File: src/hdl/fps_pkg.sv
// fps_pkg: shared types and constants for the fenwick prefix-sum table
// used by fps_ctrl, fps_datapath and fenwick_prefix_sum_table; no dependencies
package fps_pkg;

	localparam int MAX_ENTRIES = 1024;
	localparam int ADDR_W      = $clog2(MAX_ENTRIES);
	localparam int PTR_W       = ADDR_W + 1;
	localparam int CFG_W       = 11;
	localparam int DATA_W      = 32;
	localparam int CMD_W       = 2;

	typedef enum logic [CMD_W-1:0] {
		OP_ADD    = 2'd0,
		OP_PREFIX = 2'd1,
		OP_RANGE  = 2'd2,
		OP_BAD    = 2'd3
	} op_t;

	typedef enum logic [2:0] {
		ST_CLEAR,
		ST_IDLE,
		ST_DISPATCH,
		ST_ADD_CHK,
		ST_ADD_WR,
		ST_Q_CHK,
		ST_Q_ACC,
		ST_DONE
	} state_t;

	typedef struct packed {
		logic clr_step;
		logic load;
		logic dispatch;
		logic add_rd;
		logic add_wr;
		logic q_rd;
		logic q_acc;
		logic q_second;
	} dp_cmd_t;

	typedef struct packed {
		logic clr_last;
		op_t  op;
		logic req_err;
		logic add_live;
		logic q_live;
		logic second;
	} dp_stat_t;

endpackage

File: src/hdl/fps_ctrl.sv
// fps_ctrl: sequencer for clearing, index walks and result timing
// depends on fps_pkg
module fps_ctrl (
	input  logic              clk,
	input  logic              arst_n,
	input  logic              start,
	input  fps_pkg::dp_stat_t stat,
	output fps_pkg::dp_cmd_t  cmd,
	output logic              busy,
	output logic              done
);
	import fps_pkg::*;

	state_t state_q, state_d;

	always_ff @(posedge clk or negedge arst_n) begin
		if (!arst_n) begin
			state_q <= ST_CLEAR;
		end else begin
			state_q <= state_d;
		end
	end

	always_comb begin
		state_d = state_q;
		case (state_q)
			ST_CLEAR: begin
				if (stat.clr_last) state_d = ST_IDLE;
			end
			ST_IDLE: begin
				if (start) state_d = ST_DISPATCH;
			end
			ST_DISPATCH: begin
				if (stat.req_err) state_d = ST_DONE;
				else if (stat.op == OP_ADD) state_d = ST_ADD_CHK;
				else state_d = ST_Q_CHK;
			end
			ST_ADD_CHK: begin
				state_d = stat.add_live ? ST_ADD_WR : ST_DONE;
			end
			ST_ADD_WR: state_d = ST_ADD_CHK;
			ST_Q_CHK: begin
				if (stat.q_live) state_d = ST_Q_ACC;
				else if (stat.op == OP_RANGE && !stat.second) state_d = ST_Q_CHK;
				else state_d = ST_DONE;
			end
			ST_Q_ACC: state_d = ST_Q_CHK;
			ST_DONE:  state_d = ST_IDLE;
			default:  state_d = ST_CLEAR;
		endcase
	end

	always_comb begin
		cmd  = '0;
		busy = 1'b1;
		done = 1'b0;
		case (state_q)
			ST_CLEAR: cmd.clr_step = 1'b1;
			ST_IDLE: begin
				busy     = 1'b0;
				cmd.load = start;
			end
			ST_DISPATCH: cmd.dispatch = 1'b1;
			ST_ADD_CHK:  cmd.add_rd = stat.add_live;
			ST_ADD_WR:   cmd.add_wr = 1'b1;
			ST_Q_CHK: begin
				cmd.q_rd     = stat.q_live;
				cmd.q_second = !stat.q_live && stat.op == OP_RANGE && !stat.second;
			end
			ST_Q_ACC: cmd.q_acc = 1'b1;
			ST_DONE:  done = 1'b1;
			default:  busy = 1'b1;
		endcase
	end

endmodule

File: config.mk
export PLATFORM = sky130hd
export DESIGN_NAME = fps_ctrl
export DESIGN_NICKNAME = d
export VERILOG_FILES = /design/src/hdl/fps_pkg.sv /design/src/hdl/fps_ctrl.sv
export SDC_FILE = /design/constraint.sdc
export NUM_CORES = 1
export LEC_CHECK = 0
export ABC_AREA = 1
export BUFFER_PORTS_ARGS = -buffer_cell sky130_fd_sc_hd__buf_2
export CAP_MARGIN = 20
export CORE_AREA = 2 2 39 41
export DETAILED_ROUTE_END_ITERATION = 10
export DIE_AREA = 0 0 41 43
export SLEW_MARGIN = 20
export SYNTH_ARGS = -nofsm -noshare
export SYNTH_HDL_FRONTEND = slang
export SYNTH_SLANG_ARGS = --single-unit
File: constraint.sdc
create_clock -name clk -period 2.1 [get_ports clk]
set_input_delay 0.42 -clock clk [delete_from_list [all_inputs] [get_ports clk]]
set_output_delay 0.42 -clock clk [all_outputs]
set_load 0.02 [all_outputs]
==> results of run 1 <==
-- where the power goes --
| group | internal, mW | switching, mW |
|---|---|---|
| registers | 0.0898 | 0.0464 |
| clock network | 0.0714 | 0.0332 |
| logic | 0.141 | 0.273 |
| total | 0.302 | 0.353 |
-- cell usage in the layout, fill, tap and decap left out, drive strengths merged --
cell type     n
o21ai         2
clkbuf        4
a21oi         1
buf          19
inv          12
nand4         1
o31ai         1
nor2         19
dlygate4sd3   1
nand3         3
nand2        12
o22ai         1
dfrtp         3
-- through the flow --
| step | worst slack (ns) | hold WS, ns | utilization [%] | instances | cell area (um^2) |
|---|---|---|---|---|---|
| finish | 0.4140 | 0.4272 | 32.73 | 95 | 452.9 |
| global route | 0.3047 | 0.4415 | 32.73 | 95 | 452.9 |
| CTS | 0.4032 | 0.4281 | 32.73 | 95 | 452.9 |
| global placement | 0.6606 | 0.2171 | 30.11 | 90 | 416.7 |
| floorplan | 0.6872 | 0.1244 | - | 55 | 301.5 |
| detailed placement | 0.6656 | 0.2190 | 30.11 | 90 | 416.7 |
-- final cells by class --
class                   count  area, um^2
clock buffers               4       26.28
fillers                   158       930.9
inverters                  12       45.04
multi-input cells          40       181.4
flip-flops and latches      3       75.07
well taps                  16       20.02
repair buffers             20       105.1
-- layer usage --
| layer | global-route usage [%] | vias up | share of wire [%] |
|---|---|---|---|
| met4 | 6.667 | 0 | 1.3 |
| met1 | 12.90 | 156 | 45 |
| met3 | 7.330 | 2 | 8.3 |
| li1 | - | 213 | - |
| met5 | 0 | - | 0 |
| met2 | 14.06 | 19 | 45 |
-- worst paths after layout --
kind                                         from                      to  slack (ns)  depth (start not counted)
max in group asynchronous                  arst_n  state_q[1]$_DFFE_PN0P_        1.49                          2
setup reg to reg           state_q[1]$_DFFE_PN0P_  state_q[0]$_DFFE_PN0P_        1.02                          5
min in group asynchronous                  arst_n  state_q[0]$_DFFE_PN0P_        0.50                          2
setup / recovery           state_q[2]$_DFFE_PN0P_                  cmd[0]        0.41                          5
hold reg to reg            state_q[1]$_DFFE_PN0P_  state_q[2]$_DFFE_PN0P_        0.71                          2
hold / removal                            stat[3]  state_q[2]$_DFFE_PN0P_        0.43                          3
-- kinds of logic after synthesis --
group | Yosys count | synth area share, %
and+or+nand+nor | 35 | 50.62
buffers and inverters | 12 | 14.94
AOI/OAI and AO/OA | 5 | 9.544
DFF | 3 | 24.90
-- worst max-delay path: stages, from the launching register on --
cell                      delay (ns)
sky130_fd_sc_hd__dfrtp_1        0.46
sky130_fd_sc_hd__inv_2          0.11
sky130_fd_sc_hd__nor2_2         0.13
sky130_fd_sc_hd__inv_1          0.07
sky130_fd_sc_hd__nor2_1         0.09
sky130_fd_sc_hd__buf_2          0.17
==> results.md, run 1 <==
Clocking:
- The maximum clock insertion buffer count is 2.
- The number of buffers created by CTS is 3.
- Buffers inserted to repair hold after CTS numbered 1.
- TritonCTS built the clock tree.
- The tree is rooted in a sky130_fd_sc_hd__clkbuf_4.
- After clock tree synthesis, the repair step resized 0 gates.
- CTS built an H-tree with a depth of 1.
- The tree built by TritonCTS fans out to 3 sinks.
- Buffers added to address setup during post-CTS repair amount to 0.
- Clock latency on the worst-skew pair, taken at its later pin, is around 0.24 ns.
- After clock tree synthesis, the clock-pin slew on the worst setup and hold paths is around 0.040 ns.

Die:
- The floorplan step defined a core boundary enclosing 0.001384 mm^2.
- For this configuration, the core starts out at a cell density of roughly 22%.
- The floorplan die width is 41 um.
- The placement row count is 14.
- The die covers 0.001763 mm^2.
- The number of top-level design ports is 20.
- The die span in y is about 43 um.

Place:
- Buffers placed on the I/O ports in this run total 19.
- The wire-length estimate of the detail-placed layout is ~660 um.
- Routability-driven placement finished with a final weighted congestion of between 0.8 and 0.9.

Final layout:
- The flip-flop count of the largest register, all copies and words added is 3.
- The largest registers in the layout are state_q (3).
- Ranked by flip-flop count, first place goes to state_q.
- Cells with a size suffix above 1 make up a little under two fifths of the layout.
- The count of antenna diodes in the layout is 0.
- The final-stage net count is 90.
- From synthesis to final layout, the design area changed by 50.21%.

Routing:
- The number of nets with antenna violations after routing is 0.
- In the routed design, unresolved DRC markers number 0.
- After detailed routing, the average wire length per cell comes to approximately 8.3 um.
- The total via count after detailed routing is 390.
- For this block, the initial DRC count from the detailed router was 12.
- The ratio of routed vias to standard cells is 4.105.
- The pre-antenna-repair detailed-routing pass consisted of 3 iterations.
- The final wirelength is a little under 800 um.

Global route:
- Global routing used a little over a tenth of the available tracks.
- The first-pass GRT wire length is between 1000 and 1500 um.
- The via count of the first global-routing pass was approximately 370.
- The total congestion overflow after global routing is 0.
- The pin count of the biggest net entering global routing is 7.
- The initial antenna violation count is 0.

Pwr:
- The power density over the cells is about 1400 mW/mm^2.
- For this design the static power due to leakage is just under 0.3 nW.
- Total power for the finished layout comes to roughly 0.66 mW.
- Across the VDD grid, the largest voltage drop is ~550 uV.

Timing:
- The worst pin sits at a relative slew slack of 84.36%.
- For this run, the top clock speed supported by timing is a little under 0.6 GHz.
- Setup violations remaining at the end of the flow were counted as 0.
- The final max-slew violation count is 0.
- The final count of hold timing violations is 0.
- The minimum clock period is between 1.5 and 2 ns.
- Setup repair after global routing left no endpoint under its margin.
- The share of the clock period used by the worst path after layout is about 80%.
- The setup TNS after final layout is 0 ns.
- Across the routed clock network, the largest skew measured is between 0.0015 and 0.002 ns.
- For the pin with the worst max-slew slack, the measured transition is around 0.23 ns.

Worst hold path:
- The tightest min-delay check is of the in2reg type.

Yosys:
- The dominant cell type by area after synthesis is sky130_fd_sc_hd__dfrtp_1.
- Sequential cells were found to cover 24.90% of the synthesized design area.
- Among all flip-flop cells after synthesis, the most frequent one is sky130_fd_sc_hd__dfrtp_1.
- The synthesized netlist occupies a cell area of between 300 and 400 um^2.
- For this run, the number of Yosys warnings is 0.
- The synthesized design contains 0 enable-type register cells.
- By area the synthesized netlist is led by sky130_fd_sc_hd__dfrtp_1 25%, sky130_fd_sc_hd__nor2_1 19%, sky130_fd_sc_hd__inv_1 12%.
- The most repeated cell in the gate-level netlist after synthesis is sky130_fd_sc_hd__nor2_1.
- The number of nets in the synthesized netlist is 65.
- In the synthesized netlist, the number of instances is 55.
- The post-synthesis area per instance is about 5.5 um^2.
- The number of different library cells in the post-synthesis netlist is 13.
- The number of synthesized register bits is 3.
- Summed over its instances, the top area cell type makes up between 20 and 25% of the synthesized netlist area.
- The commonest cells after synthesis are 15 x sky130_fd_sc_hd__nor2_1, 10 x sky130_fd_sc_hd__inv_1, 10 x sky130_fd_sc_hd__nand2_1.
- In the synthesized netlist the async set-or-reset flop fraction comes to 100.0%.

Setup path:
- The startpoint type of the worst setup path is a flop.
- STA puts the critical path data required time at 1.68 ns.
- The category of the worst setup path capture point is an output port.
- The critical path arrival is ~1.3 ns.
- In this run the worst path has a maximum fanout of 6.
- The critical path class is reg2out.

Run:
- Across the run, the number of max-cap violations was 0.

Status:
- The run finished with clean final reports.
Note: power is estimated with default switching activity, not from simulation.
==> run 2, diff against run 1 <==
ABC_AREA = 0   (was 1)
clock period = 1.5 ns   (was 2.1 ns; I/O delays follow)
==> run 2 against run 1 <==
  * The run now ends with setup timing left
  * Sequential share of layout area decreased by 3.2 points
  * Clock-buffer cell count did not move
  * Synthesized cell count shrank 33%
  * Largest power group unchanged
==> results.md, run 2 <==
Status:
- The flow ran to the end, but the final reports show violations.
- The checks that failed: setup timing.

Yosys:
- By instance count, the leading cell after synthesis is sky130_fd_sc_hd__nor2_1.
- The number of synthesized register bits is 3 (unchanged).
- The synthesized netlist net count is 47 (-28%).
- The commonest cells after synthesis are 5 x sky130_fd_sc_hd__nor2_1, 3 x sky130_fd_sc_hd__dfrtp_1, 3 x sky130_fd_sc_hd__nor3_1.
- The synthesized cell area is 294.0 um^2 (-2.5%).
- The number of instances in the synthesized netlist came to 37 (-33%).
- The share of the yosys chip area belonging to registers is 25.53% (+0.64 points).
- sky130_fd_sc_hd__dfrtp_1 takes more of the synthesized area than any other cell.
- The most instantiated flip-flop cell in the synthesis netlist is sky130_fd_sc_hd__dfrtp_1.
- The post-synthesis area per instance is 7.947 um^2 (+45%).
- The number of different library cells in the post-synthesis netlist is 25 (+12).
- The number of enable flip-flop cells after synthesis is 0 (unchanged).
- The top cell type's share of synthesized area is 25.53% (+0.64 points).
- The synthesis warning total is 0 (unchanged).
- By area the synthesized netlist is led by sky130_fd_sc_hd__dfrtp_1 26%, sky130_fd_sc_hd__nor3b_2 8.5%, sky130_fd_sc_hd__nor2_1 6.4%.
- The share of async-settable or async-resettable flops after synthesis is 100.0% (unchanged).

Routing:
- The final wirelength came to 1004 um (+27%).
- The total via count after detailed routing is 414 (+6.2%).
- The starting DRC count in detailed routing is 6 (-6).
- The number of optimization iterations in the first detailed-route pass is 4 (+1).
- The number of nets with antenna violations after routing is 0 (unchanged).
- The ratio of routed vias to standard cells is 4.929 (+20%).
- The average routed wire per standard cell is 11.95 um (+44%).
- The final routed DRC violation total was 0 (unchanged).

Die:
- The starting utilization of the core area is 21.25% (-0.54 points).
- The number of top-level design ports was 20 (unchanged).
- The die span in y was 43 um (unchanged).
- The area inside the core boundary was 0.001384 mm^2 (unchanged).
- The die footprint is 0.001763 mm^2 (unchanged).
- The floorplan die width came to 41 um (unchanged).
- The placement row count came to 14 (unchanged).

Clocking:
- TritonCTS built the clock tree.
- The count of clock tree sinks came to 3 (unchanged).
- The clock latency on the worst-skew pair is 0.23 ns (about the same).
- The clock-pin slew of the registers on the worst-case setup and hold paths is 0.04 ns (about the same).
- The maximum clock insertion buffer count is 2 (unchanged).
- The cell sitting at the root of the clock tree is a sky130_fd_sc_hd__clkbuf_4.
- The number of H-tree branching levels came to 1 (unchanged).
- The number of buffers created by CTS came to 3 (unchanged).

Setup path:
- Walking the worst path, the cells encountered are buf_6 > and4b_1 > buf_6.
- The stage delay of the slowest cell on the critical path came to 0.45 ns (about the same).
- The data required time at the worst endpoint is 1.20 ns (-0.48 ns).
- The critical path in this run is classified as reg2out.
- The worst setup path is launched from a flop.
- The maximum fanout along the worst path is 7 (+1).
- The category of the worst setup path capture point is an output port.
- The critical path arrival is 1.22 ns (-0.05 ns).
- The slowest stage of the critical path belongs to the cell sky130_fd_sc_hd__dfrtp_2.
- The most repeated library cell on the critical path is sky130_fd_sc_hd__buf_6.

Timing:
- The worst hold margin is 0.3378 ns (-0.08941 ns).
- After layout, the minimum clock period comes to 1.517 ns.
- The final count of hold timing violations is 0 (unchanged).
- The measured slew at the worst slew-check pin came to 0.2382 ns (+0.003645 ns).
- The share of the clock period used by the worst path after layout is 101.2%.
- The number of endpoints failing setup at the final stage is 1 (+1).
- The minimum setup slack in the final design was -0.01728 ns (-0.4313 ns).
- The upper clock frequency limit is approximately 0.66 GHz.
- The relative slew slack is 84.01% (-0.35 points).
- Setup repair after global routing could not meet its margin everywhere.
- The worst-case clock skew is 0.002498 ns (+0.0009280 ns).
- The final max-slew violation count is 0 (unchanged).

Final layout:
- The final-stage net count was 79 (-12%).
- The final core utilization is 41.32% (+8.6 points).
- From synthesis to final layout, the design area changed by 94.47%.
- In the layout the commonest cells are 13 x sky130_fd_sc_hd__buf_2, 11 x sky130_fd_sc_hd__buf_4, 5 x sky130_fd_sc_hd__buf_6, 3 x sky130_fd_sc_hd__nor2_1, 3 x sky130_fd_sc_hd__clkbuf_4.
- The layout cell share with drive strength beyond 1 is 61.76% (+24 points).
- The count of antenna diodes in the layout is 0 (unchanged).
- The flip-flop count of the largest register, all copies and words added is 3 (unchanged).
- In the final layout, the registers with the most flip-flops are state_q (3).
- The most frequent standard cell in the layout excluding fill and tap cells is sky130_fd_sc_hd__buf_2.
- The register with the most flip-flops in the final layout is state_q.
- The final instance area came to 571.8 um^2 (+26%).

Pwr:
- The post-layout total power is 1.182 mW (+80%).
- The power density over the cells is 2067 mW/mm^2 (+43%).
- The leakage dissipation is 0.2715 nW (-6.6%).
- The maximum vdd drop was 874.8 uV (+60%).

Worst hold path:
- The path type of the worst min-delay path is in2reg.

Place:
- The count of input and output buffers is 19 (unchanged).
- The worst setup timing slack at the placement stage is 0.1324 ns (-0.5332 ns).
- The estimated wirelength of the detail-placed design is 616.6 um (-6.3%).
- The final weighted congestion of routability-driven global placement is 0.7445 (-15%).
- The post-detailed-placement cell area came to 414.1 um^2 (-0.60%).

Global route:
- The initial antenna violation count is 0 (unchanged).
- The met1 track demand over resource in global routing is 17.10% (+4.2 points).
- The via count of the first global-routing pass is 381 (+4.1%).
- In this run the most used layer during global routing was met2.
- The pin count of the biggest net entering global routing came to 14 (+7).
- The aggregate global-route resource usage is 12.86% (+1.9 points).
- The first-pass GRT wire length is 1559 um (+21%).
- The met3 routing resource usage after global routing is 4.712% (-2.6 points).
- The global routing usage on met2 is 18.75% (+4.7 points).
- The total congestion overflow after global routing was 0 (unchanged).

Run:
- The max-capacitance violation count was 0 (unchanged).
-- run 2: cell count changes in the layout (fill, tap and decap cells not counted), moves of 3 or more --
cell,before,now
sky130_fd_sc_hd__nor2_1,15,3
sky130_fd_sc_hd__buf_4,0,11
sky130_fd_sc_hd__inv_1,10,1
sky130_fd_sc_hd__nand2_1,10,1
sky130_fd_sc_hd__buf_2,19,13
sky130_fd_sc_hd__buf_6,0,5
sky130_fd_sc_hd__nand3_1,3,0
sky130_fd_sc_hd__nor2_2,4,1
-- run 2: area by class of cell --
type	instances	area [um^2]
multi-input combinational	30	231.5
clock buffer	4	26.28
tap	16	20.02
fill	147	812.0
timing repair buffer	30	214.0
sequential	3	76.32
inverter	1	3.754
-- run 2: what timing repair did --
action / 4_1_cts / 5_1_grt
endpoints found under the hold margin: 3 / 0
resized for setup: 12 / 8
setup endpoints to repair: 5 / 9
cloned: 0 / 1
setup buffers: 3 / 3
pin swaps: 1 / 2
hold buffers: 1 / 0
-- run 2: critical path: cells and delay by family, from the launching register on --
family / cells / cell delay (ns)
flip-flops: 1 / 0.45
AND/OR/NAND/NOR: 1 / 0.26
buffers and inverters: 2 / 0.27
-- run 2: kinds of logic (layout without fill, tap and decap cells) --
group / after synthesis / count (layout) / share of synthesized area (%)
AOI/OAI and AO/OA: 8 / 8 / 17.02
and+or+nand+nor: 21 / 21 / 45.96
buffers and inverters: 4 / 35 / 8.081
muxes: 1 / 1 / 3.404
DFF: 3 / 3 / 25.53
-- run 2: metal layers --
metal,part of all wire [%],vias up
met4,0,0
met2,54,16
met1,40,197
li1,-,201
met3,6.0,0
met5,0,-
-- run 2: path summary, 6_finish.rpt --
| path | from | endpoint | slack (ns) | cells past startpoint |
|---|---|---|---|---|
| worst max-delay path | state_q[2]$_DFFE_PN0P_ | cmd[4] | -0.02 | 3 |
| worst min-delay path | stat[6] | state_q[0]$_DFFE_PN0P_ | 0.34 | 3 |
| worst max register to register | state_q[1]$_DFFE_PN0P_ | state_q[1]$_DFFE_PN0P_ | 0.16 | 5 |
| worst min register to register | state_q[2]$_DFFE_PN0P_ | state_q[1]$_DFFE_PN0P_ | 0.72 | 3 |
| max in group asynchronous | arst_n | state_q[2]$_DFFE_PN0P_ | 0.98 | 2 |
| min in group asynchronous | arst_n | state_q[0]$_DFFE_PN0P_ | 0.39 | 2 |
-- run 2: power breakdown --
group          internal [mW]  total [mW]  switching [mW]
sequential             0.126       0.183          0.0573
clock                 0.0999       0.144          0.0445
combinational          0.442       0.854           0.412
total                  0.668        1.18           0.514
-- run 2: metrics by stage --
| stage | setup TNS, ns | instances |
|---|---|---|
| global route | -0.1652 | 84 |
| detailed placement | 0 | 72 |
| floorplan | 0 | 37 |
| CTS | -0.04041 | 80 |
| finish | -0.01728 | 84 |
| global placement | 0 | 72 |
